## src/rtl/core/dlre_pkg.sv

```systemverilog
`timescale 1ns / 1ps
// ----------------------------------------------------------------------------
// dlre_pkg
// Shared types and constants of the display lookup table range editor.
// ----------------------------------------------------------------------------
package dlre_pkg;

	localparam int DEF_INDEX_BITS = 8;
	localparam int DEF_VALUE_BITS = 8;

	localparam int FIELD_W = 8;
	localparam int OP_W    = 3;
	localparam int ST_W    = 2;
	localparam int CFG_W   = 4;

	localparam logic [CFG_W-1:0] CFG_RESET = 4'd8;

	typedef enum logic [OP_W-1:0] {
		OP_WRITE   = 3'd0,
		OP_READ    = 3'd1,
		OP_FILL    = 3'd2,
		OP_RAMP    = 3'd3,
		OP_RESTORE = 3'd4,
		OP_CAPTURE = 3'd5
	} op_t;

	typedef enum logic [ST_W-1:0] {
		STAT_DONE  = 2'd0,
		STAT_EMPTY = 2'd1,
		STAT_RANGE = 2'd2
	} stat_code_t;

	typedef struct packed {
		logic [OP_W-1:0]    operation;
		logic [FIELD_W-1:0] first_index;
		logic [FIELD_W-1:0] last_index;
		logic [FIELD_W-1:0] first_value;
		logic [FIELD_W-1:0] last_value;
	} cmd_item_t;

	typedef struct packed {
		logic [FIELD_W-1:0] read_value;
		logic [ST_W-1:0]    status;
	} rsp_item_t;

	typedef struct packed {
		logic load;
		logic clear_wr;
		logic wr_single;
		logic rd;
		logic fill_wr;
		logic div_start;
		logic ramp_init;
		logic ramp_wr;
		logic copy_rd;
		logic out_load;
	} ctrl_cmd_t;

	typedef struct packed {
		logic            skip;
		logic [OP_W-1:0] op;
		logic            idx_last;
		logic            clr_last;
		logic            div_done;
	} dp_stat_t;

endpackage

```

## src/rtl/core/dlre_chan_if.sv

```systemverilog
`timescale 1ns / 1ps
// ----------------------------------------------------------------------------
// dlre_chan_if
// Valid/ready channel carrying one payload per transfer.
// ----------------------------------------------------------------------------
interface dlre_chan_if #(
	parameter type payload_t = logic
) ();

	logic     valid;
	logic     ready;
	payload_t data;

	modport source (output valid, output data, input ready);
	modport sink (input valid, input data, output ready);

endinterface

```

## src/rtl/core/display_lut_range_editor.sv

```systemverilog
`timescale 1ns / 1ps
// ----------------------------------------------------------------------------
// display_lut_range_editor
// Display lookup table with a saved default copy, edited by range commands.
//
// cmd carries one command per transfer, rsp returns one result per command,
// cfg writes the active index width at any transfer (always ready).
// Commands are handled one at a time; a new command is taken while the
// previous result still waits on rsp.
// Each command is loaded and checked; a write or read then makes its single
// access, a rejected or empty command goes straight to the result, a flat fill
// writes each entry in turn, a linear ramp first runs the 8-step divider and
// then writes each entry, and restore and capture read then write per entry.
// Capture walks the whole active table, up to 2^INDEX_BITS entries.
// After reset both stores are cleared one entry per cycle, all 2^INDEX_BITS
// entries, during which cmd.ready stays low; cfg is taken meanwhile.
// A stalled rsp holds its result; the next command then completes its work
// and waits before loading the result register.
// ----------------------------------------------------------------------------
module display_lut_range_editor #(
	parameter int INDEX_BITS = dlre_pkg::DEF_INDEX_BITS,
	parameter int VALUE_BITS = dlre_pkg::DEF_VALUE_BITS
) (
	input logic        clk,
	input logic        arst_n,
	dlre_chan_if.sink   cmd,
	dlre_chan_if.source rsp,
	dlre_chan_if.sink   cfg
);
	import dlre_pkg::*;

	ctrl_cmd_t ctl_cmd;
	dp_stat_t  dp_stat;

	assign cfg.ready = 1'b1;

	dlre_ctrl u_ctrl (
		.clk       (clk),
		.arst_n    (arst_n),
		.in_valid  (cmd.valid),
		.in_ready  (cmd.ready),
		.out_valid (rsp.valid),
		.out_ready (rsp.ready),
		.cmd       (ctl_cmd),
		.stat      (dp_stat)
	);

	dlre_dp #(
		.INDEX_BITS (INDEX_BITS),
		.VALUE_BITS (VALUE_BITS)
	) u_dp (
		.clk      (clk),
		.arst_n   (arst_n),
		.item     (cmd.data),
		.cfg_we   (cfg.valid),
		.cfg_data (cfg.data),
		.cmd      (ctl_cmd),
		.stat     (dp_stat),
		.rsp      (rsp.data)
	);

endmodule

```

## src/rtl/core/dlre_div.sv

```systemverilog
`timescale 1ns / 1ps
// ----------------------------------------------------------------------------
// dlre_div
// Restoring divider, one quotient bit per cycle, for the ramp step size.
// ----------------------------------------------------------------------------
module dlre_div (
	input  logic                   clk,
	input  logic                   arst_n,
	input  logic                   start,
	input  logic [dlre_pkg::FIELD_W-1:0] dividend,
	input  logic [dlre_pkg::FIELD_W-1:0] divisor,
	output logic                   done,
	output logic [dlre_pkg::FIELD_W-1:0] quotient,
	output logic [dlre_pkg::FIELD_W-1:0] remainder
);
	import dlre_pkg::*;

	localparam int CNT_W = $clog2(FIELD_W + 1);

	logic               busy_q;
	logic               done_q;
	logic [CNT_W-1:0]   cnt_q;
	logic [FIELD_W-1:0] quo_q;
	logic [FIELD_W-1:0] rem_q;
	logic [FIELD_W:0]   shifted;
	logic               fits;

	assign shifted = {rem_q, quo_q[FIELD_W-1]};
	assign fits    = shifted >= {1'b0, divisor};

	always_ff @(posedge clk or negedge arst_n) begin
		if (!arst_n) begin
			busy_q <= 1'b0;
			done_q <= 1'b0;
			cnt_q  <= '0;
		end else begin
			done_q <= 1'b0;
			if (start) begin
				busy_q <= 1'b1;
				cnt_q  <= CNT_W'(FIELD_W);
			end else if (busy_q) begin
				cnt_q <= cnt_q - CNT_W'(1);
				if (cnt_q == CNT_W'(1)) begin
					busy_q <= 1'b0;
					done_q <= 1'b1;
				end
			end
		end
	end

	always_ff @(posedge clk) begin
		if (start) begin
			rem_q <= '0;
			quo_q <= dividend;
		end else if (busy_q) begin
			rem_q <= fits ? FIELD_W'(shifted - {1'b0, divisor}) : shifted[FIELD_W-1:0];
			quo_q <= {quo_q[FIELD_W-2:0], fits};
		end
	end

	assign done      = done_q;
	assign quotient  = quo_q;
	assign remainder = rem_q;

endmodule

```

## src/rtl/core/dlre_dp.sv

```systemverilog
`timescale 1ns / 1ps
// ----------------------------------------------------------------------------
// dlre_dp
// Datapath: table and default stores, range checks, index walk, ramp stepper.
// ----------------------------------------------------------------------------
module dlre_dp #(
	parameter int INDEX_BITS = dlre_pkg::DEF_INDEX_BITS,
	parameter int VALUE_BITS = dlre_pkg::DEF_VALUE_BITS
) (
	input  logic                             clk,
	input  logic                             arst_n,
	input  dlre_pkg::cmd_item_t              item,
	input  logic                             cfg_we,
	input  logic [dlre_pkg::CFG_W-1:0]       cfg_data,
	input  dlre_pkg::ctrl_cmd_t              cmd,
	output dlre_pkg::dp_stat_t               stat,
	output dlre_pkg::rsp_item_t              rsp
);
	import dlre_pkg::*;

	localparam int DEPTH = 1 << INDEX_BITS;
	localparam int CW    = (INDEX_BITS + 1 > FIELD_W + 1) ? INDEX_BITS + 1 : FIELD_W + 1;
	localparam int VMB   = (VALUE_BITS < FIELD_W) ? VALUE_BITS : FIELD_W;
	localparam logic [FIELD_W-1:0] VMASK = FIELD_W'((1 << VMB) - 1);
	localparam int QW    = FIELD_W + 3;

	// configuration
	logic [CFG_W-1:0] aib_q;
	logic [CFG_W-1:0] act_bits;
	logic [CW-1:0]    size;

	always_ff @(posedge clk or negedge arst_n) begin
		if (!arst_n) begin
			aib_q <= CFG_RESET;
		end else if (cfg_we) begin
			aib_q <= cfg_data;
		end
	end

	always_comb begin
		if (aib_q == '0) begin
			act_bits = CFG_W'(1);
		end else if (aib_q > CFG_W'(INDEX_BITS)) begin
			act_bits = CFG_W'(INDEX_BITS);
		end else begin
			act_bits = aib_q;
		end
	end

	assign size = CW'(1) << act_bits;

	// command decode at load
	logic [FIELD_W-1:0]    lo;
	logic [FIELD_W-1:0]    hi;
	logic                  oob_s;
	logic                  oob_e;
	logic                  oob_hi;
	logic [ST_W-1:0]       ld_st;
	logic                  ld_skip;
	logic [INDEX_BITS-1:0] ld_start;
	logic [INDEX_BITS-1:0] ld_end;

	assign lo     = (item.first_index > item.last_index) ? item.last_index : item.first_index;
	assign hi     = (item.first_index > item.last_index) ? item.first_index : item.last_index;
	assign oob_s  = CW'(item.first_index) >= size;
	assign oob_e  = CW'(item.last_index) >= size;
	assign oob_hi = CW'(hi) >= size;

	always_comb begin
		ld_st    = STAT_DONE;
		ld_skip  = 1'b0;
		ld_start = INDEX_BITS'(item.first_index);
		ld_end   = INDEX_BITS'(item.last_index);
		unique case (item.operation) inside
			OP_WRITE, OP_READ: begin
				if (oob_s) ld_st = STAT_RANGE;
			end
			OP_FILL: begin
				ld_start = INDEX_BITS'(lo);
				ld_end   = INDEX_BITS'(hi);
				if (oob_hi) ld_st = STAT_RANGE;
			end
			OP_RAMP: begin
				if (oob_s || oob_e) begin
					ld_st = STAT_RANGE;
				end else if (item.last_index <= item.first_index) begin
					ld_st = STAT_EMPTY;
				end
			end
			OP_RESTORE: begin
				if (item.first_index > item.last_index) begin
					ld_skip = 1'b1;
				end else if (oob_e) begin
					ld_st = STAT_RANGE;
				end
			end
			OP_CAPTURE: begin
				ld_start = '0;
				ld_end   = INDEX_BITS'(size - CW'(1));
			end
			default: ld_skip = 1'b1;
		endcase
		if (ld_st != STAT_DONE) ld_skip = 1'b1;
	end

	logic [OP_W-1:0]       op_q;
	logic [ST_W-1:0]       st_q;
	logic                  skip_q;
	logic [INDEX_BITS-1:0] end_q;
	logic [FIELD_W-1:0]    sv_q;
	logic [FIELD_W-1:0]    ev_q;
	logic [FIELD_W-1:0]    span_q;

	always_ff @(posedge clk) begin
		if (cmd.load) begin
			op_q   <= item.operation;
			st_q   <= ld_st;
			skip_q <= ld_skip;
			end_q  <= ld_end;
			sv_q   <= item.first_value & VMASK;
			ev_q   <= item.last_value & VMASK;
			span_q <= item.last_index - item.first_index;
		end
	end

	// index walk
	logic [INDEX_BITS-1:0] idx_q;

	always_ff @(posedge clk or negedge arst_n) begin
		if (!arst_n) begin
			idx_q <= '0;
		end else if (cmd.load) begin
			idx_q <= ld_start;
		end else if (cmd.clear_wr || cmd.fill_wr || cmd.ramp_wr || cmd.copy_rd) begin
			idx_q <= idx_q + INDEX_BITS'(1);
		end
	end

	// ramp step size
	logic               neg;
	logic [FIELD_W-1:0] mag;
	logic               div_done;
	logic [FIELD_W-1:0] quo;
	logic [FIELD_W-1:0] rem;

	assign neg = ev_q < sv_q;
	assign mag = neg ? (sv_q - ev_q) : (ev_q - sv_q);

	dlre_div u_div (
		.clk       (clk),
		.arst_n    (arst_n),
		.start     (cmd.div_start),
		.dividend  (mag),
		.divisor   (span_q),
		.done      (div_done),
		.quotient  (quo),
		.remainder (rem)
	);

	logic signed [QW-1:0] q_q;
	logic signed [QW-1:0] dq_q;
	logic [FIELD_W-1:0]   r_q;
	logic [FIELD_W-1:0]   dr_q;
	logic [FIELD_W:0]     r_sum;
	logic signed [QW-1:0] quo_x;

	assign r_sum = {1'b0, r_q} + {1'b0, dr_q};
	assign quo_x = $signed({3'b000, quo});

	always_ff @(posedge clk) begin
		if (cmd.ramp_init) begin
			q_q <= $signed({3'b000, sv_q});
			r_q <= '0;
			if (neg && rem != '0) begin
				dq_q <= -(quo_x + QW'(1));
				dr_q <= span_q - rem;
			end else if (neg) begin
				dq_q <= -quo_x;
				dr_q <= '0;
			end else begin
				dq_q <= quo_x;
				dr_q <= rem;
			end
		end else if (cmd.ramp_wr) begin
			if (r_sum >= {1'b0, span_q}) begin
				r_q <= FIELD_W'(r_sum - {1'b0, span_q});
				q_q <= q_q + dq_q + QW'(1);
			end else begin
				r_q <= r_sum[FIELD_W-1:0];
				q_q <= q_q + dq_q;
			end
		end
	end

	// stores
	logic [VALUE_BITS-1:0] tbl_mem [DEPTH];
	logic [VALUE_BITS-1:0] dfl_mem [DEPTH];
	logic [VALUE_BITS-1:0] tbl_rdata_q;
	logic [VALUE_BITS-1:0] dfl_rdata_q;

	logic                  cp_s1;
	logic                  cp_restore_s1;
	logic [INDEX_BITS-1:0] idx_s1;

	always_ff @(posedge clk or negedge arst_n) begin
		if (!arst_n) begin
			cp_s1 <= 1'b0;
		end else begin
			cp_s1 <= cmd.copy_rd;
		end
	end

	always_ff @(posedge clk) begin
		idx_s1        <= idx_q;
		cp_restore_s1 <= (op_q == OP_RESTORE);
	end

	logic                  tbl_we;
	logic [INDEX_BITS-1:0] tbl_wa;
	logic [VALUE_BITS-1:0] tbl_wd;
	logic                  tbl_re;
	logic                  dfl_we;
	logic [INDEX_BITS-1:0] dfl_wa;
	logic [VALUE_BITS-1:0] dfl_wd;
	logic                  dfl_re;

	always_comb begin
		tbl_we = 1'b0;
		tbl_wa = idx_q;
		tbl_wd = '0;
		if (cmd.clear_wr) begin
			tbl_we = 1'b1;
		end else if (cmd.wr_single || cmd.fill_wr) begin
			tbl_we = 1'b1;
			tbl_wd = VALUE_BITS'(sv_q);
		end else if (cmd.ramp_wr) begin
			tbl_we = 1'b1;
			tbl_wd = VALUE_BITS'(q_q[FIELD_W-1:0] & VMASK);
		end else if (cp_s1 && cp_restore_s1) begin
			tbl_we = 1'b1;
			tbl_wa = idx_s1;
			tbl_wd = dfl_rdata_q;
		end
	end

	always_comb begin
		dfl_we = 1'b0;
		dfl_wa = idx_q;
		dfl_wd = '0;
		if (cmd.clear_wr) begin
			dfl_we = 1'b1;
		end else if (cp_s1 && !cp_restore_s1) begin
			dfl_we = 1'b1;
			dfl_wa = idx_s1;
			dfl_wd = tbl_rdata_q;
		end
	end

	assign tbl_re = cmd.rd || (cmd.copy_rd && op_q == OP_CAPTURE);
	assign dfl_re = cmd.copy_rd && op_q == OP_RESTORE;

	always_ff @(posedge clk) begin
		if (tbl_we) tbl_mem[tbl_wa] <= tbl_wd;
		if (tbl_re) tbl_rdata_q <= tbl_mem[idx_q];
	end

	always_ff @(posedge clk) begin
		if (dfl_we) dfl_mem[dfl_wa] <= dfl_wd;
		if (dfl_re) dfl_rdata_q <= dfl_mem[idx_q];
	end

	// result register
	rsp_item_t rsp_q;

	always_ff @(posedge clk) begin
		if (cmd.out_load) begin
			rsp_q.read_value <= (op_q == OP_READ && st_q == STAT_DONE) ?
				FIELD_W'(tbl_rdata_q) : '0;
			rsp_q.status     <= st_q;
		end
	end

	assign rsp = rsp_q;

	assign stat.skip     = skip_q;
	assign stat.op       = op_q;
	assign stat.idx_last = idx_q == end_q;
	assign stat.clr_last = &idx_q;
	assign stat.div_done = div_done;

endmodule

```

## src/rtl/core/dlre_ctrl.sv

```systemverilog
`timescale 1ns / 1ps
// ----------------------------------------------------------------------------
// dlre_ctrl
// Controller: clearing pass, command sequencing and result handshake.
// ----------------------------------------------------------------------------
module dlre_ctrl (
	input  logic                clk,
	input  logic                arst_n,
	input  logic                in_valid,
	output logic                in_ready,
	output logic                out_valid,
	input  logic                out_ready,
	output dlre_pkg::ctrl_cmd_t cmd,
	input  dlre_pkg::dp_stat_t  stat
);
	import dlre_pkg::*;

	typedef enum logic [8:0] {
		ST_CLEAR = 9'b000000001,
		ST_IDLE  = 9'b000000010,
		ST_CHECK = 9'b000000100,
		ST_FILL  = 9'b000001000,
		ST_DIV   = 9'b000010000,
		ST_RAMP  = 9'b000100000,
		ST_COPY  = 9'b001000000,
		ST_DRAIN = 9'b010000000,
		ST_FIN   = 9'b100000000
	} state_t;

	state_t state_q;
	state_t state_nx;
	logic   out_valid_q;

	always_comb begin
		cmd      = '0;
		state_nx = state_q;
		unique case (state_q)
			ST_CLEAR: begin
				cmd.clear_wr = 1'b1;
				if (stat.clr_last) state_nx = ST_IDLE;
			end
			ST_IDLE: begin
				if (in_valid) begin
					cmd.load = 1'b1;
					state_nx = ST_CHECK;
				end
			end
			ST_CHECK: begin
				if (stat.skip) begin
					state_nx = ST_FIN;
				end else begin
					unique case (stat.op) inside
						OP_WRITE: begin
							cmd.wr_single = 1'b1;
							state_nx      = ST_FIN;
						end
						OP_READ: begin
							cmd.rd   = 1'b1;
							state_nx = ST_FIN;
						end
						OP_FILL: state_nx = ST_FILL;
						OP_RAMP: begin
							cmd.div_start = 1'b1;
							state_nx      = ST_DIV;
						end
						OP_RESTORE, OP_CAPTURE: state_nx = ST_COPY;
						default: state_nx = ST_FIN;
					endcase
				end
			end
			ST_FILL: begin
				cmd.fill_wr = 1'b1;
				if (stat.idx_last) state_nx = ST_FIN;
			end
			ST_DIV: begin
				if (stat.div_done) begin
					cmd.ramp_init = 1'b1;
					state_nx      = ST_RAMP;
				end
			end
			ST_RAMP: begin
				cmd.ramp_wr = 1'b1;
				if (stat.idx_last) state_nx = ST_FIN;
			end
			ST_COPY: begin
				cmd.copy_rd = 1'b1;
				if (stat.idx_last) state_nx = ST_DRAIN;
			end
			ST_DRAIN: state_nx = ST_FIN;
			ST_FIN: begin
				if (!out_valid_q || out_ready) begin
					cmd.out_load = 1'b1;
					state_nx     = ST_IDLE;
				end
			end
			default: state_nx = ST_IDLE;
		endcase
	end

	always_ff @(posedge clk or negedge arst_n) begin
		if (!arst_n) begin
			state_q     <= ST_CLEAR;
			out_valid_q <= 1'b0;
		end else begin
			state_q <= state_nx;
			if (cmd.out_load) begin
				out_valid_q <= 1'b1;
			end else if (out_ready) begin
				out_valid_q <= 1'b0;
			end
		end
	end

	assign in_ready  = state_q == ST_IDLE;
	assign out_valid = out_valid_q;

endmodule
```

## src/flat_wrapper.sv

```systemverilog
// flat-port wrapper written by rule: the top's interface ports become plain ports
module display_lut_range_editor_flat import dlre_pkg::*;
#(
	parameter int INDEX_BITS = dlre_pkg::DEF_INDEX_BITS,
	parameter int VALUE_BITS = dlre_pkg::DEF_VALUE_BITS
)
  (clk, arst_n, cmd_valid, cmd_data, cmd_ready, rsp_valid, rsp_data, rsp_ready, cfg_valid, cfg_data, cfg_ready);
  dlre_chan_if cmd_i ();
  dlre_chan_if rsp_i ();
  dlre_chan_if cfg_i ();
  input logic clk;
  input logic arst_n;
  input wire logic [$bits(cmd_i.valid)-1:0] cmd_valid;
  input wire logic [$bits(cmd_i.data)-1:0] cmd_data;
  output wire logic [$bits(cmd_i.ready)-1:0] cmd_ready;
  output wire logic [$bits(rsp_i.valid)-1:0] rsp_valid;
  output wire logic [$bits(rsp_i.data)-1:0] rsp_data;
  input wire logic [$bits(rsp_i.ready)-1:0] rsp_ready;
  input wire logic [$bits(cfg_i.valid)-1:0] cfg_valid;
  input wire logic [$bits(cfg_i.data)-1:0] cfg_data;
  output wire logic [$bits(cfg_i.ready)-1:0] cfg_ready;
  assign cmd_i.valid = cmd_valid;
  assign cmd_i.data = cmd_data;
  assign cmd_ready = cmd_i.ready;
  assign rsp_valid = rsp_i.valid;
  assign rsp_data = rsp_i.data;
  assign rsp_i.ready = rsp_ready;
  assign cfg_i.valid = cfg_valid;
  assign cfg_i.data = cfg_data;
  assign cfg_ready = cfg_i.ready;
  display_lut_range_editor #(.INDEX_BITS(INDEX_BITS), .VALUE_BITS(VALUE_BITS)) u_core (.clk(clk), .arst_n(arst_n), .cmd(cmd_i), .rsp(rsp_i), .cfg(cfg_i));
endmodule
```

## config.mk

```make
export PLATFORM = sky130hd
export DESIGN_NAME = display_lut_range_editor_flat
export DESIGN_NICKNAME = d
export VERILOG_FILES = /design/src/rtl/core/dlre_pkg.sv /design/src/rtl/core/dlre_chan_if.sv /design/src/rtl/core/display_lut_range_editor.sv /design/src/rtl/core/dlre_div.sv /design/src/rtl/core/dlre_dp.sv /design/src/rtl/core/dlre_ctrl.sv /design/src/flat_wrapper.sv
export SDC_FILE = /design/constraint.sdc
export NUM_CORES = 1
export LEC_CHECK = 0
export BUFFER_PORTS_ARGS = -buffer_cell sky130_fd_sc_hd__clkbuf_2
export CORE_ASPECT_RATIO = 0.9
export CORE_MARGIN = 3
export CORE_UTILIZATION = 35
export CTS_CLUSTER_SIZE = 16
export DETAILED_ROUTE_END_ITERATION = 6
export GPL_TIMING_DRIVEN = 0
export PLACE_DENSITY_LB_ADDON = 0.15
export SETUP_SLACK_MARGIN = 0.02
export SLEW_MARGIN = 20
export SYNTH_ARGS = -nofsm -noshare
export SYNTH_HDL_FRONTEND = slang
export SYNTH_SLANG_ARGS = --single-unit
```

## constraint.sdc

```tcl
create_clock -name clk -period 3.9 [get_ports clk]
set_clock_uncertainty 0.05 [all_clocks]
set_input_delay 0.195 -clock clk [delete_from_list [all_inputs] [get_ports clk]]
set_output_delay 0.195 -clock clk [all_outputs]
set_load 0.02 [all_outputs]
```

==> results of run 1 <==
-- stage by stage --
stage / util / total power, mW / area, um2
2_1_floorplan: - / 0.2244 / 665.6
3_5_place_dp: 0.4156 / 0.2520 / 720.7
4_1_cts: 0.4372 / 0.3388 / 758.2
5_1_grt: 0.4372 / 0.3593 / 758.2
3_3_place_gp: 0.4156 / 0.2506 / 720.7
6_report: 0.4372 / 0.3311 / 758.2
-- cells in the final DEF (no fill, tap or decap), types with 2 or more instances in the layout --
cell      Yosys  layout
o31ai_1       3       3
clkbuf_2      0       5
a21oi_1       6       6
or4_1         2       2
nor2_1        3       3
o21ai_0       6       6
nand3_1       2       2
nand2_1       5       5
clkbuf_4      0       3
buf_4         2       2
conb_1        2       2
or3_1         3       3
dfrtp_1      12      12
nor3_1        4       4
inv_1         4       4
-- path summary, 6_finish.rpt --
check	end	slack [ps]	cells after the start
max in group asynchronous	u_core.u_ctrl.state_q[0]$_DFFE_PN1P_	3220	2
min in group asynchronous	u_core.u_dp.idx_q[3]$_DFFE_PN0P_	280	2
max	u_core.u_dp.idx_q[6]$_DFFE_PN0P_	2030	3
min reg2reg	u_core.u_dp.idx_q[5]$_DFFE_PN0P_	470	1
min	u_core.u_ctrl.out_valid$_DFFE_PN0P_	60	2
max reg2reg	u_core.u_dp.idx_q[6]$_DFFE_PN0P_	2030	3
-- flip-flops by register name, summed over array words and instances, names as in the netlist --
signal                   cells
u_core.u_ctrl.out_valid      1
u_core.u_dp.idx_q            8
u_core.u_ctrl.state_q        4
-- kinds of logic after synthesis --
logic type | after synthesis | share of synthesized area
AOI/OAI and AO/OA | 16 | 0.1372
xor gates and xnor gates | 1 | 0.01316
adders and majority gates | 1 | 0.01879
buffers and inverters | 7 | 0.06202
DFF | 13 | 0.4906
muxes | 2 | 0.03195
other | 2 | 0.01128
and+or+nand+nor | 26 | 0.2350
-- where the power goes --
group | switching [mW] | internal (mW) | total, mW
registers | 0.0238 | 0.149 | 0.173
clock network | 0.0454 | 0.0381 | 0.0835
logic | 0.0444 | 0.0305 | 0.0749
-- layer usage --
layer / up-vias / GRT usage
met5: - / 0
met2: 7 / 0.1604
met1: 224 / 0.1573
met3: 4 / 0.05714
met4: 0 / 0.06283
li1: 263 / -
-- layout make-up --
| cell class | instances | share of cell area |
|---|---|---|
| multi-input cells | 48 | 0.3927 |
| well taps | 24 | 0.03960 |
| plain buffers | 3 | 0.03465 |
| repair buffers | 6 | 0.04620 |
| clock inverters | 1 | 0.006601 |
| flip-flops and latches | 13 | 0.4307 |
| clock buffers | 3 | 0.02970 |
| inverters | 4 | 0.01980 |
-- timing repair --
item | in CTS | in global routing
endpoints found under the hold margin | 12 | 0
resized for setup | 0 | 0
hold buffers | 1 | 0
==> run_results.csv, run 1 <==
group,metric,value,unit
critical_path,crit_family,"simple AND/OR/NAND/NOR gates",
detailed_routing,dr_wl_met2,486,um
critical_path,crit_start,"u_core.u_ctrl.state_q[0]$_DFFE_PN1P_",
global_route,grt_max_degree,14,
cells_and_area,drive_above_1_share,0.2051,
critical_path,cp-start-kind,"register",
outcome,status,"finished clean",
floorplan,ioPinCount,11,
floorplan,die_x,51.97,um
logic_synthesis,yosysTopAreaCell,"dfrtp_1",
sta,fin_crit_sh,0.4789,
detailed_routing,drtAntennaViolNets,0,
clock_network,cts_inserted_buffers,3,
logic_synthesis,synth_top_area_share,0.4511,
cells_and_area,fillCellCount,178,
clock_network,clk_latency,280,ps
sta,fin_crit,1868,ps
global_route,track_usage,0.1192,
cells_and_area,multiInputGateArea,297.8,um2
logic_synthesis,synth-seq-cells,13,
pwr,leakagePower,0.3170,nW
logic_synthesis,synth_ff_type,"dfrtp_1",
place,hpwl,851.2,um
detailed_routing,routed-wl-met3,60,um
job,maxCapViolations,0,
worst_hold_path,hold_start,"rsp_ready",
cells_and_area,area_growth,13.91,%
critical_path,worstPathArrival,2020,ps
floorplan,row_count,14,
cells_and_area,regArea,326.6,um2
logic_synthesis,yosysMostFrequentCell,"dfrtp_1",
logic_synthesis,synth_commonest_cells,"12 x dfrtp_1, 6 x a21oi_1, 6 x o21ai_0",
clock_network,cts_tree,"yes",
logic_synthesis,seq_area_frac_synth,0.4906,
sta,finalHoldViolations,0,
critical_path,path_class,"register to register",
place,gp_congestion,0.7387,
sta,max_clock_freq,535.4,MHz
global_route,grt_antenna_before_repair,0,
clock_network,cts_root_buf,"clkbuf_4",
critical_path,crit_buf_inv,0,
sta,slew_viol_final,0,
global_route,grt_pass1_wl,2035,um
detailed_routing,drcViolationCount,0,
floorplan,die_h,47.37,um
sta,whs,63.53,ps
logic_synthesis,synthTopCellsByArea,"dfrtp_1 45%, a21oi_1 4.5%, o21ai_0 4.5%, dfstp_2 3.9%, o31ai_1 3.4%",
sta,grt_setup_unrepaired,"false",
detailed_routing,routed-via-count,498,
place,pre_cts_ws,2040,ps
clock_network,post_cts_buffers,0,
detailed_routing,drt_wl_total,1149,um
floorplan,dieArea,0.002462,mm2
logic_synthesis,synth-async-reset-ratio,1.000,
detailed_routing,drtIter0Drc,3,
logic_synthesis,synth-edff-count,0,
critical_path,cp-end-kind,"register",
cells_and_area,insertedDiodeCount,0,
detailed_routing,highest_layer,"met4",
critical_path,crit-reg2reg-launch,"u_core.u_ctrl.state_q[0]$_DFFE_PN1P_",
cells_and_area,layout.nets,87,
place,port_buffers,5,
logic_synthesis,synth.cell_area,665.6,um2
critical_path,crit_required,4060,ps
logic_synthesis,avgSynthCellArea,9.789,um2
critical_path,max_stage_delay,590,ps
global_route,grt.overflow.total,0,
detailed_routing,via_per_inst,4.882,
sta,worst_slack,2032,ps
logic_synthesis,ys_types,27,
critical_path,path_cells,"or4b_4, or4_1, a21oi_1",
detailed_routing,wire_per_inst,11.26,um
clock_network,clk_path_buf_depth,2,
logic_synthesis,ys_warn_count,0,
global_route,grt_pass1_vias,447,
sta,final-setup-viol-count,0,
clock_network,path_clk_slew,80,ps
worst_hold_path,hold_path.class,"input pin to register",
floorplan,core_area,0.001734,mm2
sta,finalSetupTns,0,ps
floorplan,start_util,0.3838,
logic_synthesis,syn-num-nets,76,
cells_and_area,fin_cells,102,
logic_synthesis,synth_cells,68,
pwr,p_per_area,436.7,mW/mm2
sta,relSlewSlack,0.5807,
detailed_routing,dr.pass1.iters,2,
pwr,vdd.ir_drop.worst,214.3,uV
detailed_routing,wl_met1,577,um
clock_network,htree_levels,1,
sta,worst_pin_slew,620.2,ps
place,dpl.cell_count,97,
critical_path,crit_slowest_cell,"dfstp_2",
clock_network,numClockSinks,13,
critical_path,cp_max_fo,8,
Note: power is estimated with default switching activity, not from simulation.
==> run 2, diff against run 1 <==
ABC_AREA = 1   (was unset)
clock period = 1.55 ns   (was 3.9 ns; I/O delays follow)
==> run_results.csv, run 2 <==
group,metric,value,unit
outcome,status,"finished clean",
floorplan,die_h,49.24,um
critical_path,endpoint,"cmd_ready",
floorplan,ioPinCount,11,
critical_path,cp-end-kind,"primary output",
logic_synthesis,ys_types,21,
logic_synthesis,synthTopCellsByArea,"dfrtp_1 41%, nand3_1 9.0%, nand2_1 8.3%, inv_1 5.2%, nor2_1 4.6%",
clock_network,post_cts_buffers,0,
critical_path,reg2reg_to,"u_core.u_ctrl.state_q[1]$_DFFE_PN0P_",
cells_and_area,regMostFlops,"u_core.u_dp.idx_q",
critical_path,crit_start,"u_core.u_ctrl.state_q[8]$_DFFE_PN0P_",
sta,grt_setup_unrepaired,"false",
critical_path,path_cells,"nor2_2, nand3_1, inv_1, clkbuf_2",
logic_synthesis,synth-edff-count,0,
place,hpwl,981.7,um
logic_synthesis,yosysMostFrequentCell,"nand2_1",
pwr,leakagePower,0.4049,nW
critical_path,cp.depth,4,
clock_network,htree_levels,1,
floorplan,dieArea,0.002661,mm2
global_route,track_usage,0.1156,
clock_network,path_clk_slew,80,ps
logic_synthesis,synth_ff_type,"dfrtp_1",
detailed_routing,drt_wl_total,1285,um
logic_synthesis,synth-async-reset-ratio,1.000,
logic_synthesis,synth.cell_area,726.9,um2
floorplan,core_area,0.001804,mm2
sta,final-setup-viol-count,0,
logic_synthesis,synth_commonest_cells,"16 x nand2_1, 13 x nand3_1, 12 x dfrtp_1",
critical_path,crit-reg2reg-launch,"u_core.u_dp.idx_q[1]$_DFFE_PN0P_",
global_route,grt_max_degree,14,
floorplan,start_util,0.4029,
global_route,grt.overflow.total,0,
logic_synthesis,synth_cells,91,
cells_and_area,area_growth,12.56,%
sta,max_clock_freq,736.6,MHz
detailed_routing,dr.pass1.iters,4,
pwr,vdd.ir_drop.worst,627.7,uV
critical_path,crit_required,1420,ps
clock_network,clk_path_buf_depth,2,
logic_synthesis,ys_warn_count,0,
cells_and_area,final_common_cell,"nand2_1",
sta,finalHoldViolations,0,
logic_synthesis,synth_top_area_share,0.4131,
cells_and_area,drive_above_1_share,0.2574,
global_route,grt_pass1_wl,2277,um
critical_path,cp-start-kind,"register",
place,gp_congestion,0.7592,
logic_synthesis,avgSynthCellArea,7.988,um2
critical_path,crit_family,"flip-flops",
logic_synthesis,yosysTopAreaCell,"dfrtp_1",
global_route,grt_antenna_before_repair,0,
cells_and_area,largest_reg_flops,8,
logic_synthesis,synth-seq-cells,13,
job,maxCapViolations,0,
cells_and_area,layout_common_cells,"16 x nand2_1, 13 x nand3_1, 12 x dfrtp_1, 10 x inv_1, 9 x nor2_1",
critical_path,max_stage_delay,440,ps
worst_hold_path,hold_path.class,"input pin to register",
clock_network,numClockSinks,13,
critical_path,path_class,"register to primary output",
cells_and_area,fin_cells,125,
floorplan,row_count,14,
critical_path,r2r_slack,300,ps
critical_path,worstPathArrival,1230,ps
place,port_buffers,5,
clock_network,ctsHoldBuffers,1,
detailed_routing,drtAntennaViolNets,0,
sta,slew_viol_final,0,
cells_and_area,layout.nets,110,
detailed_routing,drcViolationCount,0,
clock_network,cts_root_buf,"clkbuf_4",
detailed_routing,drtIter0Drc,3,
critical_path,ff2ff_path_depth,7,
logic_synthesis,seq_area_frac_synth,0.4492,
critical_path,cp_max_fo,4,
clock_network,post_cts_resized,0,
clock_network,cts_inserted_buffers,3,
cells_and_area,insertedDiodeCount,0,
detailed_routing,wire_per_inst,10.28,um
detailed_routing,via_per_inst,4.736,
sta,fin_crit_sh,0.8759,
critical_path,crit_buf_inv,2,
place,dpl.cell_count,120,
pwr,p_per_area,1105,mW/mm2
critical_path,crit_slowest_cell,"dfrtp_1",
sta,fin_crit,1358,ps
floorplan,die_x,54.04,um
clock_network,cts_tree,"yes",
sta,finalSetupTns,0,ps
detailed_routing,routed-via-count,592,
clock_network,clk_latency,280,ps
global_route,grt_pass1_vias,556,
logic_synthesis,syn-num-nets,99,
## run 2: changes by cell type after synthesis, sizes merged, moves of 2 or more
cell / delta
inv: +8
nand2: +15
nand3: +11
nand4: +2
nor2: +11
nor3: -4
o21ai: -4
o31ai: -3
or3: -3
or4: -2
or4b: -3
## run 2: per-stage QoR
step	power, mW	utilization	hold slack (ps)	cell area (um2)	setup slack [ps]
after global placement	0.7036	0.4334	-58.19	782.0	302.9
after CTS	0.9174	0.4535	42.45	818.3	185.9
after floorplan	0.6346	-	-268.1	726.9	367.9
after detailed placement	0.7080	0.4334	-58.90	782.0	305.5
final	0.9045	0.4535	47.51	818.3	192.4
after global routing	0.9772	0.4535	62.81	818.3	88.30
## run 2: area by class of cell
| type | instances | area (um2) |
|---|---|---|
| tap | 24 | 30.03 |
| timing repair buffer | 6 | 35.03 |
| fill | 181 | 985.9 |
| multi-input combinational | 63 | 329.1 |
| sequential | 13 | 326.6 |
| buffer | 3 | 26.28 |
| clock buffer | 4 | 26.28 |
| inverter | 12 | 45.04 |
## run 2: cells by family after synthesis
logic type / after synthesis / synth area share
other: 2 / 0.01033
flip-flops: 13 / 0.4492
XOR/XNOR: 1 / 0.01205
adder cells (fa/ha/maj): 1 / 0.01721
AO/OA/AOI/OAI: 9 / 0.07573
buffers and inverters: 15 / 0.09811
AND/OR/NAND/NOR: 50 / 0.3373
## run 2: layer usage
metal,part of all wire,track usage
met2,0.44,0.1714
met5,0,0
met1,0.49,0.1512
met3,0.060,0.04587
met4,0.0093,0.03734
## run 2: worst min-delay path by stage
stage                     cells past startpoint                                   end      start  slack [ps]
final                                         4  u_core.u_ctrl.state_q[8]$_DFFE_PN0P_  rsp_ready          50
after global routing                          4  u_core.u_ctrl.state_q[8]$_DFFE_PN0P_  rsp_ready          60
after CTS                                     4  u_core.u_ctrl.state_q[8]$_DFFE_PN0P_  rsp_ready          40
after detailed placement                      1  u_core.u_ctrl.state_q[8]$_DFFE_PN0P_     arst_n         -60
after global placement                        1   u_core.u_ctrl.out_valid$_DFFE_PN0P_     arst_n         -60
after floorplan                               0   u_core.u_ctrl.out_valid$_DFFE_PN0P_     arst_n        -270
## run 2: where the power goes
| part | switching (mW) | internal (mW) |
|---|---|---|
| Clock | 0.104 | 0.0998 |
| Sequential | 0.0388 | 0.374 |
| Combinational | 0.187 | 0.101 |
## run 2: tightest hold or removal path, delay by kind of cell
kind / cells / cell delay [ps]
simple gates: 3 / 190
buf+inv: 1 / 80
